**src/rtl/marquee_entry_scroller_defines.svh**
```systemverilog
// ----------------------------------------------------------------------------
// Marquee entry scroller assertion macros
// Shared helpers for concurrent checks, clocked on clk and disabled in reset.
// ----------------------------------------------------------------------------
`ifndef MARQUEE_ENTRY_SCROLLER_DEFINES_SVH
`define MARQUEE_ENTRY_SCROLLER_DEFINES_SVH

// Same-cycle implication on clk, disabled while arst_n is low.
`define MES_ASSERT_IMP(lbl, ante, cons) \
	lbl: assert property (@(posedge clk) disable iff (!arst_n) (ante) |-> (cons)) \
		else $error("marquee entry scroller check failed");

// Next-cycle implication on clk, disabled while arst_n is low.
`define MES_ASSERT_NXT(lbl, ante, cons) \
	lbl: assert property (@(posedge clk) disable iff (!arst_n) (ante) |=> (cons)) \
		else $error("marquee entry scroller check failed");

`endif

```
**src/rtl/mes_pkg.sv**
```systemverilog
// ----------------------------------------------------------------------------
// Marquee entry scroller package
// Field widths, register indexes, codes, the entry type and the state type.
// ----------------------------------------------------------------------------
`default_nettype none

package mes_pkg;

	localparam int LETTER_W = 8;
	localparam int POS_W    = 13;
	localparam int WW_W     = 11;
	localparam int SP_W     = 7;
	localparam int CFG_AW   = 3;
	localparam int CFG_DW   = 32;

	// Register indexes, taken from paddr[2].
	localparam logic [0:0] REG_WINDOW_WIDTH   = 1'b0;
	localparam logic [0:0] REG_LETTER_SPACING = 1'b1;

	// Item kinds.
	localparam logic KIND_INSERT = 1'b0;
	localparam logic KIND_SCROLL = 1'b1;

	// A zero letter code inserts nothing.
	localparam logic [LETTER_W-1:0] LETTER_NONE = 8'h00;

	// Appended positions saturate here.
	localparam logic signed [POS_W:0] POS_SAT = 14'sd4095;

	// Register reset values.
	localparam logic [WW_W-1:0] WW_RESET = 11'd320;
	localparam logic [SP_W-1:0] SP_RESET = 7'd24;

	typedef struct packed {
		logic [LETTER_W-1:0]     letter;
		logic signed [POS_W-1:0] pos;
	} entry_t;

	typedef enum logic [2:0] {
		ST_IDLE,
		ST_INS_RD,
		ST_INS_WR,
		ST_EMIT,
		ST_SCROLL,
		ST_SCR_FIN
	} state_t;

endpackage

`default_nettype wire

```
**src/rtl/mes_ram.sv**
```systemverilog
// ----------------------------------------------------------------------------
// Generic simple dual-port RAM
// One write port and one read port, read data registered.
// ----------------------------------------------------------------------------
`default_nettype none

module mes_ram #(
	parameter int WIDTH = 21,
	parameter int DEPTH = 24
) (
	input  wire logic                     clk,
	input  wire logic                     we,
	input  wire logic [$clog2(DEPTH)-1:0] waddr,
	input  wire logic [WIDTH-1:0]         wdata,
	input  wire logic [$clog2(DEPTH)-1:0] raddr,
	output logic      [WIDTH-1:0]         rdata
);

	logic [WIDTH-1:0] mem_q [DEPTH];

	// Write port and registered read port.
	always_ff @(posedge clk) begin
		if (we) begin
			mem_q[waddr] <= wdata;
		end
		rdata <= mem_q[raddr];
	end

endmodule

`default_nettype wire

```
**src/rtl/marquee_entry_scroller.sv**
```systemverilog
// ----------------------------------------------------------------------------
// Marquee entry scroller
// Ordered list of scrolling letters kept as a ring in one RAM; each item lists
// it oldest first, after appending a nonzero insert letter or while scrolling.
// ----------------------------------------------------------------------------
//
//  Channel   Handshake                      Payload
//  -------   ---------------------------    ---------------------------------
//  command   start & !busy                  kind, letter
//  result    out_valid (one cycle)          out_letter, out_position,
//                                           last_entry, list_empty
//  config    psel & penable & pwrite        paddr, pwdata (prdata on reads)
//
// Busy stays high for the whole of an item while the single RAM read port walks
// the ring one entry a cycle. Each result word leaves through an output
// register in the cycle after it is formed.
// Reset zeroes the entry count, pointers and valid flags and loads the
// config registers with their reset values; the RAM needs no clearing.
// Results leave at most one per cycle and the receiver cannot stall them.
// ----------------------------------------------------------------------------
`default_nettype none

`include "marquee_entry_scroller_defines.svh"

module marquee_entry_scroller
	import mes_pkg::*;
#(
	parameter int MAX_ENTRIES = 24
) (
	input  wire logic                       clk,
	input  wire logic                       arst_n,
	input  wire logic                       start,
	output logic                            busy,
	input  wire logic                       kind,
	input  wire logic [LETTER_W-1:0]        letter,
	output logic                            out_valid,
	output logic      [LETTER_W-1:0]        out_letter,
	output logic signed [POS_W-1:0]         out_position,
	output logic                            last_entry,
	output logic                            list_empty,
	input  wire logic                       psel,
	input  wire logic                       penable,
	input  wire logic                       pwrite,
	input  wire logic [CFG_AW-1:0]          paddr,
	input  wire logic [CFG_DW-1:0]          pwdata,
	output logic      [CFG_DW-1:0]          prdata,
	output logic                            pready
);

	localparam int AW = $clog2(MAX_ENTRIES);
	localparam int CW = $clog2(MAX_ENTRIES + 1);

	// Ring pointer helpers.
	function automatic logic [AW-1:0] ptr_inc(input logic [AW-1:0] p);
		return (p == AW'(MAX_ENTRIES - 1)) ? '0 : p + 1'b1;
	endfunction

	function automatic logic [AW-1:0] ptr_dec(input logic [AW-1:0] p);
		return (p == '0) ? AW'(MAX_ENTRIES - 1) : p - 1'b1;
	endfunction

	function automatic logic [AW-1:0] ptr_add(input logic [AW-1:0] p, input logic [CW-1:0] c);
		logic [CW:0] s;
		s = {1'b0, CW'(p)} + {1'b0, c};
		if (s >= (CW + 1)'(MAX_ENTRIES)) begin
			s = s - (CW + 1)'(MAX_ENTRIES);
		end
		return AW'(s);
	endfunction

	state_t state_q, state_d;

	logic [WW_W-1:0] ww_q;
	logic [SP_W-1:0] sp_q;

	logic [CW-1:0] count_q;
	logic [AW-1:0] head_q;
	logic [AW-1:0] tail_q;
	logic [AW-1:0] rp_q;
	logic [CW-1:0] iss_q;
	logic [AW-1:0] wp_q;
	logic [CW-1:0] kept_q;
	logic          pend_vld_q;
	logic          rd_vld_s1;
	logic          rd_last_s1;

	logic [LETTER_W-1:0] letter_q;
	entry_t              pend_q;

	logic          accept;
	logic          issue;
	logic          full;
	logic          keep;
	logic          ram_we;
	logic [AW-1:0] ram_waddr;
	logic [AW-1:0] ram_raddr;
	entry_t        ram_wdata;
	entry_t        ram_rdata;

	logic signed [POS_W:0] tail_ext;
	logic signed [POS_W:0] ww_ext;
	logic signed [POS_W:0] start_pos;
	logic signed [POS_W:0] scr_pos;
	logic signed [POS_W:0] scr_limit;

	logic                    res_vld;
	logic [LETTER_W-1:0]     res_letter;
	logic signed [POS_W-1:0] res_pos;
	logic                    res_last;
	logic                    res_empty;

	logic                    out_valid_q;
	logic [LETTER_W-1:0]     out_letter_q;
	logic signed [POS_W-1:0] out_pos_q;
	logic                    out_last_q;
	logic                    out_empty_q;

	assign busy   = (state_q != ST_IDLE);
	assign accept = start && !busy;
	assign full   = (count_q == CW'(MAX_ENTRIES));
	assign pready = 1'b1;

	// Entry storage: one RAM holding the ring of letters and positions.
	mes_ram #(
		.WIDTH($bits(entry_t)),
		.DEPTH(MAX_ENTRIES)
	) u_ram (
		.clk  (clk),
		.we   (ram_we),
		.waddr(ram_waddr),
		.wdata(ram_wdata),
		.raddr(ram_raddr),
		.rdata(ram_rdata)
	);

	// Append position: window edge, or spacing past the last entry when it lies beyond, saturated at POS_SAT.
	always_comb begin
		tail_ext = {ram_rdata.pos[POS_W-1], ram_rdata.pos};
		ww_ext   = $signed({3'b000, ww_q});
		start_pos = ww_ext;
		if (count_q != '0 && tail_ext > ww_ext) begin
			start_pos = tail_ext + $signed({7'b0000000, sp_q});
		end
		if (start_pos > POS_SAT) begin
			start_pos = POS_SAT;
		end
	end

	// Scroll step: move one pixel left, keep it while at or above the margin.
	assign scr_pos   = $signed({ram_rdata.pos[POS_W-1], ram_rdata.pos}) - 14'sd1;
	assign scr_limit = -$signed({7'b0000000, sp_q});
	assign keep      = (scr_pos >= scr_limit);

	// State register.
	always_ff @(posedge clk or negedge arst_n) begin
		if (!arst_n) begin
			state_q <= ST_IDLE;
		end else begin
			state_q <= state_d;
		end
	end

	// Next state, RAM access and the result word of this cycle.
	always_comb begin
		state_d    = state_q;
		issue      = 1'b0;
		ram_raddr  = rp_q;
		ram_we     = 1'b0;
		ram_waddr  = tail_q;
		ram_wdata  = '0;
		res_vld    = 1'b0;
		res_letter = '0;
		res_pos    = '0;
		res_last   = 1'b0;
		res_empty  = 1'b0;
		unique case (state_q)
			ST_IDLE: begin
				if (accept) begin
					if (kind == KIND_SCROLL) begin
						state_d = ST_SCROLL;
					end else if (letter != LETTER_NONE) begin
						state_d = ST_INS_RD;
					end else begin
						state_d = ST_EMIT;
					end
				end
			end
			ST_INS_RD: begin
				ram_raddr = ptr_dec(tail_q);
				state_d   = ST_INS_WR;
			end
			ST_INS_WR: begin
				ram_we           = 1'b1;
				ram_waddr        = tail_q;
				ram_wdata.letter = letter_q;
				ram_wdata.pos    = start_pos[POS_W-1:0];
				state_d          = ST_EMIT;
			end
			ST_EMIT: begin
				if (count_q == '0) begin
					res_vld   = 1'b1;
					res_empty = 1'b1;
					state_d   = ST_IDLE;
				end else begin
					issue = (iss_q != count_q);
					if (rd_vld_s1) begin
						res_vld    = 1'b1;
						res_letter = ram_rdata.letter;
						res_pos    = ram_rdata.pos;
						res_last   = rd_last_s1;
						if (rd_last_s1) begin
							state_d = ST_IDLE;
						end
					end
				end
			end
			ST_SCROLL: begin
				issue = (iss_q != count_q);
				if (count_q == '0) begin
					state_d = ST_SCR_FIN;
				end
				if (rd_vld_s1) begin
					if (keep) begin
						ram_we           = 1'b1;
						ram_waddr        = wp_q;
						ram_wdata.letter = ram_rdata.letter;
						ram_wdata.pos    = scr_pos[POS_W-1:0];
						// A kept entry follows, so the held one is not the last.
						if (pend_vld_q) begin
							res_vld    = 1'b1;
							res_letter = pend_q.letter;
							res_pos    = pend_q.pos;
						end
					end
					if (rd_last_s1) begin
						state_d = ST_SCR_FIN;
					end
				end
			end
			ST_SCR_FIN: begin
				res_vld = 1'b1;
				if (pend_vld_q) begin
					res_letter = pend_q.letter;
					res_pos    = pend_q.pos;
					res_last   = 1'b1;
				end else begin
					res_empty = 1'b1;
				end
				state_d = ST_IDLE;
			end
			default: begin
				state_d = ST_IDLE;
			end
		endcase
	end

	// Ring pointers, counters and the read pipeline.
	always_ff @(posedge clk or negedge arst_n) begin
		if (!arst_n) begin
			count_q     <= '0;
			head_q      <= '0;
			tail_q      <= '0;
			rp_q        <= '0;
			iss_q       <= '0;
			wp_q        <= '0;
			kept_q      <= '0;
			pend_vld_q  <= 1'b0;
			rd_vld_s1   <= 1'b0;
			rd_last_s1  <= 1'b0;
			out_valid_q <= 1'b0;
		end else begin
			rd_vld_s1   <= issue;
			rd_last_s1  <= (iss_q == count_q - 1'b1);
			out_valid_q <= res_vld;
			if (accept) begin
				rp_q       <= head_q;
				iss_q      <= '0;
				wp_q       <= head_q;
				kept_q     <= '0;
				pend_vld_q <= 1'b0;
			end
			if (issue) begin
				rp_q  <= ptr_inc(rp_q);
				iss_q <= iss_q + 1'b1;
			end
			if (state_q == ST_INS_WR) begin
				tail_q <= ptr_inc(tail_q);
				iss_q  <= '0;
				if (full) begin
					head_q <= ptr_inc(head_q);
					rp_q   <= ptr_inc(head_q);
				end else begin
					count_q <= count_q + 1'b1;
					rp_q    <= head_q;
				end
			end
			if (state_q == ST_SCROLL && rd_vld_s1 && keep) begin
				wp_q       <= ptr_inc(wp_q);
				kept_q     <= kept_q + 1'b1;
				pend_vld_q <= 1'b1;
			end
			if (state_q == ST_SCR_FIN) begin
				count_q <= kept_q;
				tail_q  <= wp_q;
			end
		end
	end

	// Configuration registers.
	always_ff @(posedge clk or negedge arst_n) begin
		if (!arst_n) begin
			ww_q <= WW_RESET;
			sp_q <= SP_RESET;
		end else if (psel && penable && pwrite && pready) begin
			unique case (paddr[2:2])
				REG_WINDOW_WIDTH:   ww_q <= pwdata[WW_W-1:0];
				REG_LETTER_SPACING: sp_q <= pwdata[SP_W-1:0];
				default:            ;
			endcase
		end
	end

	// Register read data.
	always_comb begin
		unique case (paddr[2:2])
			REG_WINDOW_WIDTH:   prdata = CFG_DW'(ww_q);
			REG_LETTER_SPACING: prdata = CFG_DW'(sp_q);
			default:            prdata = '0;
		endcase
	end

	// Payload registers: command letter, held scroll entry and result word.
	always_ff @(posedge clk) begin
		if (accept) begin
			letter_q <= letter;
		end
		if (state_q == ST_SCROLL && rd_vld_s1 && keep) begin
			pend_q.letter <= ram_rdata.letter;
			pend_q.pos    <= scr_pos[POS_W-1:0];
		end
		out_letter_q <= res_letter;
		out_pos_q    <= res_pos;
		out_last_q   <= res_last;
		out_empty_q  <= res_empty;
	end

	assign out_valid    = out_valid_q;
	assign out_letter   = out_letter_q;
	assign out_position = out_pos_q;
	assign last_entry   = out_last_q;
	assign list_empty   = out_empty_q;

	// Checks on the ring bookkeeping and the sequencer.
	`MES_ASSERT_IMP(a_count_bound, 1'b1, count_q <= CW'(MAX_ENTRIES))
	`MES_ASSERT_IMP(a_ring_consistent, state_q == ST_IDLE, ptr_add(head_q, count_q) == tail_q)
	`MES_ASSERT_NXT(a_accept_busy, accept, busy)
	`MES_ASSERT_IMP(a_write_states, ram_we, state_q == ST_INS_WR || state_q == ST_SCROLL)
	`MES_ASSERT_IMP(a_kept_bound, state_q == ST_SCR_FIN, kept_q <= count_q)

endmodule

`default_nettype wire
```
**config.mk**
```make
export PLATFORM = sky130hd
export DESIGN_NAME = marquee_entry_scroller
export DESIGN_NICKNAME = d
export VERILOG_FILES = /design/src/rtl/mes_pkg.sv /design/src/rtl/mes_ram.sv /design/src/rtl/marquee_entry_scroller.sv
export VERILOG_INCLUDE_DIRS = /design/src /design/src/rtl
export SDC_FILE = /design/constraint.sdc
export NUM_CORES = 1
export LEC_CHECK = 0
export BUFFER_PORTS_ARGS = -buffer_cell sky130_fd_sc_hd__buf_4
export CAP_MARGIN = 20
export CORE_MARGIN = 4
export CORE_UTILIZATION = 43
export CTS_BUF_LIST = sky130_fd_sc_hd__clkbuf_8
export DETAILED_ROUTE_END_ITERATION = 6
export SLEW_MARGIN = 20
export SYNTH_ARGS = -nofsm -noshare
export SYNTH_HDL_FRONTEND = slang
export SYNTH_SLANG_ARGS = --single-unit
```
**constraint.sdc**
```tcl
create_clock -name clk -period 5.4 [get_ports clk]
set_clock_uncertainty 0.05 [all_clocks]
set_input_delay 0.81 -clock clk [delete_from_list [all_inputs] [get_ports clk]]
set_output_delay 0.81 -clock clk [all_outputs]
set_load 0.02 [all_outputs]
```
==> flow_metrics.tcl, run 1 <==
set metrics [dict create \
    seq_area_frac_synth_pct 68.1 \
    grt_pass1_vias 15963 \
    timing.slew.headroom_pct 29.7 \
    post_drt_wl_per_cell_um 23.3 \
    postCtsHoldBufs 0 \
    dp_cells 2676 \
    tightest_slew_ns 1.05 \
    portBuffers 62 \
    setup_viol 0 \
    die_w_um 259 \
    grt_overflow 0 \
    startpoint "u_ram.rdata[7]" \
    clkTransAtPathRegs_ns 0.07 \
    syn_area_per_cell_um2 15.0 \
    fin_tns_setup_ns 0 \
    maxCapViolations 0 \
    synth_cell_types 72 \
    grt_pass1_wl_um 99400 \
    hold_class "primary input to async pin" \
    area_delta_synth_final_pct 13.6 \
    die_area_mm2 0.0669 \
    grt_max_degree 61 \
    setup_ws_ns 0.725 \
    htree_levels 3 \
    slew_viol_final 0 \
    drt_wl_total_um 66800 \
    crit_chain "or4_1 -> or3_1 -> nor3_1 -> xor2_1 -> ha_1 -> nand4_1 -> nor3_1 -> o31a_1 -> a21o_2 -> buf_4 -> and2_1" \
    stdcell_count 2861 \
    drc_errors 0 \
    cts_tree "yes" \
    stdcell_area_mm2 0.0307 \
    ys.flop_type "edfxtp_1" \
    cp_max_fo 52 \
    p_leak_nw 11.3 \
    synthDominantCellAreaShare_pct 59.2 \
    crit_buf_inv 1 \
    cts_inserted_buffers 102 \
    dp_hpwl_um 39900 \
    initial_core_util_pct 43.6 \
    cts_sinks 637 \
    status "finished clean" \
    netlist_top_cells_area "edfxtp_1, mux2i_1, dfrtp_1" \
    synth_top_area_cell "edfxtp_1" \
    utilization_pct 49.6 \
    r2r-start "u_ram.rdata[7]" \
    gp_congestion 0.856 \
    place_area_mm2 0.0288 \
    power_mw 17.5 \
    critPathMaxStageDelay_ns 0.79 \
    worstPathRequired_ns 5.72 \
    viasPerCell 5.67 \
    cts_post_setup_buffers_inserted 0 \
    synth_seq_cells 637 \
    crit_arrival_ns 4.99 \
    cp_slowest_cell "and2_1" \
    dr.pass1.iters 6 \
    clockBufferDepth 3 \
    nets 2039 \
    ant_nets 0 \
    syn-instance-count 1807 \
    synth_common_cells "edfxtp_1, mux2i_1, nand2_1" \
    path_class "flop to flop" \
    io_pins 108 \
    die_height_um 259 \
    rows 91 \
    max_freq_ghz 0.214 \
    hold_viol 0 \
    antenna_found_initial 2 \
    via_count 16224 \
    clk_latency_ns 0.70 \
    finalHoldWorstSlack_ns 0.174 \
    coreArea_mm2 0.0619 \
    drt_iter0_drc 1522 \
    synth_edf_count 533 \
    cts_root_buf "clkbuf_8" \
    cp_top_family "simple AND/OR/NAND/NOR gates" \
    yosysMostFrequentCell "edfxtp_1" \
    r2r_slack_ns 0.73 \
    fin_crit_sh_pct 86.6 \
    period_needed_ns 4.67 \
    peakVddDrop_mv 0.452 \
    cts_resized 0 \
    crit_top_cell "nor3_1" \
    worst_setup_path_end_kind "flop" \
    power_density_mw_per_mm2 571 \
    drive_gt1_share_pct 19.2 \
    pre_cts_slack_ns 0.762 \
    start_kind "flop" \
    mappedNetlistArea_mm2 0.0270 \
    yosysWarnings 0 \
    async_flop_share_pct 9.42 \
    grt_use_total_pct 19.7 \
    grt_setup_unrepaired "false" \
]
==> per-layer routing <==
metal	GRT usage, %	part of all wire [%]	vias to the layer above
met5	0	0	-
met4	6.48	2.8	0
met3	4.30	7.2	144
met2	30.5	46	634
met1	27.8	44	8183
li1	-	-	7263
==> where the power goes <==
part | total, mW | switching, mW | internal [mW]
Sequential | 6.83 | 0.509 | 6.32
Clock | 3.76 | 1.85 | 1.91
Combinational | 6.93 | 4.24 | 2.70
Total | 17.5 | 6.60 | 10.9
==> state kept, by name (all words and copies together) (netlist names), 3 cells and up <==
| signal | cells |
|---|---|
| kept_q | 5 |
| pend_q | 21 |
| state_q | 3 |
| u_ram.rdata | 21 |
| count_q | 5 |
| ww_q | 11 |
| head_q | 5 |
| rp_q | 5 |
| sp_q | 7 |
| u_ram.mem_q | 504 |
| out_position | 13 |
| iss_q | 5 |
| out_letter | 8 |
| wp_q | 5 |
| tail_q | 5 |
| letter_q | 8 |
==> layout by cell type, fill, tap and decap left out, types with 24 or more instances in the layout <==
cell type,Yosys,final
dfxtp_1,44,44
edfxtp_1,533,533
a21oi_1,36,35
mux2i_1,172,171
mux4_2,42,42
nand2_1,148,147
inv_1,40,77
nand3_1,85,85
dfrtp_1,56,56
a22o_1,31,31
nor2_1,46,46
a22oi_1,24,24
o21ai_0,63,52
buf_4,26,127
nor3_1,26,26
mux2_2,41,41
clkbuf_8,0,109
o22ai_2,0,24
ha_1,44,44
==> final cells by class <==
cell class / count / area (µm²)
antenna: 1 / 2.50
clock buffer: 109 / 1500
clock inverter: 74 / 357
fill: 5296 / 31200
inverter: 41 / 154
multi-input combinational: 1032 / 8240
sequential: 637 / 18400
tap: 837 / 1050
timing repair buffer: 130 / 1010
==> final timing paths <==
path / endpoint / cells past startpoint
min in group clk: letter_q[5] / 1
worst max-delay path: u_ram.mem_q[22][12] / 11
worst min register to register: out_position[6] / 1
worst max register to register: u_ram.mem_q[22][12] / 11
max in group asynchronous: sp_q[5] / 1
worst min-delay path: count_q[0] / 1
==> kinds of logic after synthesis <==
| family | count (synthesis) | synth area share, % |
|---|---|---|
| simple gates | 377 | 6.68 |
| xor+xnor | 34 | 1.10 |
| flops | 637 | 68.1 |
| compound gates | 299 | 7.71 |
| mux | 255 | 11.6 |
| buf+inv | 158 | 2.70 |
| other cells | 2 | 0.0278 |
| fa+ha+maj | 45 | 2.11 |
==> worst register-to-register path: cells and delay by family, from the launching register on <==
kind            cells  cell delay, ns
flops               1            0.43
compound gates      2            0.45
fa+ha+maj           1            0.33
simple gates        6            2.38
buf+inv             1            0.56
xor+xnor            1            0.16
Power figures use the tool's default switching activity.
==> run 2, diff against run 1 <==
--- a/config.mk
+++ b/config.mk
@@ -8,7 +8,7 @@
 export LEC_CHECK = 0
 export BUFFER_PORTS_ARGS = -buffer_cell sky130_fd_sc_hd__buf_4
 export CAP_MARGIN = 20
-export CORE_MARGIN = 4
+export CORE_MARGIN = 1
 export CORE_UTILIZATION = 43
 export CTS_BUF_LIST = sky130_fd_sc_hd__clkbuf_8
 export DETAILED_ROUTE_END_ITERATION = 6
==> constraint.sdc (replaced) <==
create_clock -name clk -period 4.4 [get_ports clk]
set_clock_uncertainty 0.05 [all_clocks]
set_input_delay 0.66 -clock clk [delete_from_list [all_inputs] [get_ports clk]]
set_output_delay 0.66 -clock clk [all_outputs]
set_load 0.02 [all_outputs]
==> run 2 against run 1 <==
  * Combinational power is 30% higher
  * Critical path depth is 1 higher
  * Sequential share of layout area is 1.2 points lower
  * Flip-flop and latch count stayed put
  * Largest cell class unchanged
==> flow_metrics.tcl, run 2 (synthesis gave the netlist of run 1 again) <==
set metrics [dict create \
    regMostFlops "u_ram.mem_q" \
    r2r-start "u_ram.rdata[7]" \
    dp_hpwl_um 42400 \
    reg_top3 "u_ram.mem_q (504), pend_q (21), u_ram.rdata (21)" \
    grt_pass1_vias 15779 \
    p_leak_nw 11.6 \
    place_area_mm2 0.0293 \
    status "finished clean" \
    gp_congestion 0.872 \
    grt_max_degree 61 \
    layout_common_cells "edfxtp_1, mux2i_1, nand2_1" \
    ant_nets 0 \
    power_mw 22.2 \
    timing.slew.headroom_pct 27.8 \
    period_needed_ns 4.14 \
    worstRegToRegCells 12 \
    hold_class "primary input to flop" \
    cts_inserted_buffers 102 \
    fillCellCount 5310 \
    reg2reg_to "u_ram.mem_q[3][19]" \
    antenna_found_initial 1 \
    rows 91 \
    clkTransAtPathRegs_ns 0.06 \
    power_density_mw_per_mm2 710 \
    slew_viol_final 0 \
    die_w_um 253 \
    post_drt_wl_per_cell_um 22.7 \
    start_kind "flop" \
    grt_use_total_pct 20.6 \
    htree_levels 3 \
    drive_gt1_share_pct 20.4 \
    clockBufferDepth 3 \
    multi_input_area_mm2 0.00821 \
    drt_iter0_drc 1513 \
    path_class "flop to flop" \
    stdcell_area_mm2 0.0313 \
    crit_arrival_ns 4.48 \
    dr.pass1.iters 5 \
    cp_max_fo 21 \
    cts_tree "yes" \
    layout.cells.most_common "edfxtp_1" \
    viasPerCell 5.57 \
    worstPathRequired_ns 4.74 \
    setup_ws_ns 0.257 \
    grt_pass1_wl_um 97100 \
    stdcell_count 2883 \
    via_count 16049 \
    die_area_mm2 0.0638 \
    drt_wl_total_um 65500 \
    initial_core_util_pct 43.6 \
    drc_errors 0 \
    io_pins 108 \
    cts_sinks 637 \
    endpoint "u_ram.mem_q[3][19]" \
    cts_root_buf "clkbuf_8" \
    fin_tns_setup_ns 0 \
    maxCapViolations 0 \
    setup_viol 0 \
    portBuffers 62 \
    peakVddDrop_mv 0.577 \
    die_height_um 253 \
    antenna_cells 0 \
    area_delta_synth_final_pct 15.9 \
    min_path_cells 1 \
    grt_overflow 0 \
    coreArea_mm2 0.0619 \
    nets 2061 \
    seqCellArea_mm2 0.0184 \
    worst_setup_path_end_kind "flop" \
    hold_viol 0 \
    max_freq_ghz 0.241 \
    tightest_slew_ns 1.08 \
    dp_cells 2696 \
    pre_cts_slack_ns 0.230 \
    fin_crit_sh_pct 94.2 \
    largest_reg_flops 504 \
    clk_latency_ns 0.72 \
    startpoint "u_ram.rdata[7]" \
    r2r_slack_ns 0.26 \
    grt_setup_unrepaired "false" \
]
## run 2: cell count changes in the layout (fill, tap and decap cells not counted), moves of 2 or more
cell,delta
buf_12,+27
buf_4,-6
bufinv_16,+4
clkbuf_8,+2
clkinv_1,-6
clkinv_2,+5
inv_1,-3
inv_8,-2
nor4_1,+2
nor4_2,-2
## run 2: timing repair
| action | 4_1_cts | 5_1_grt |
|---|---|---|
| setup buffers | 0 | 2 |
| endpoints found under the hold margin | 20 | 0 |
| hold buffers | 1 | 0 |
| gates resized for setup | 0 | 1 |
| endpoints found under the setup margin | 0 | 74 |
## run 2: per-layer routing
layer / GRT usage [%] / vias up / part of all wire [%]
li1: - / 7307 / -
met1: 29.3 / 8143 / 46
met2: 31.4 / 496 / 45
met3: 4.81 / 101 / 7.0
met4: 5.94 / 2 / 2.0
met5: 0 / - / 0.023
## run 2: cell type report
type	count	share of cell area, %
timing repair buffer	152	4.82
tap	837	3.35
clock inverter	73	1.48
sequential	637	58.8
multi-input combinational	1032	26.2
inverter	41	0.492
clock buffer	111	4.88
## run 2: worst min-delay path by stage
stage | startpoint | end | slack [ns]
global placement | pend_q[8] | out_position[8] | 0.40
CTS | letter[0] | letter_q[0] | 0.06
detailed placement | pend_q[16] | out_letter[3] | 0.40
finish | letter[7] | letter_q[7] | 0.12
global route | letter[0] | letter_q[0] | 0.07
floorplan | arst_n | count_q[0] | 0.31
## run 2: critical path, cell delays in order, from the launching register on
cell	delay, ns
dfxtp_1	0.30
or4_1	0.62
or3_1	0.38
nor3_1	0.21
xor2_1	0.14
ha_1	0.33
nand4_1	0.14
nor4_1	0.32
a21o_2	0.34
nand3_1	0.26
buf_4	0.25
o22ai_2	0.25
buf_12	0.24
## run 2: stage by stage
step | hold WS, ns | utilization, %
global route | 0.0661 | 50.5
floorplan | 0.314 | -
finish | 0.125 | 50.5
CTS | 0.0563 | 50.5
detailed placement | 0.399 | 47.3
global placement | 0.399 | 47.3
## run 2: report_power, final
part	internal [mW]	switching, mW
Sequential	7.76	0.526
Combinational	3.48	5.55
Clock	2.62	2.30
Total	13.9	8.37
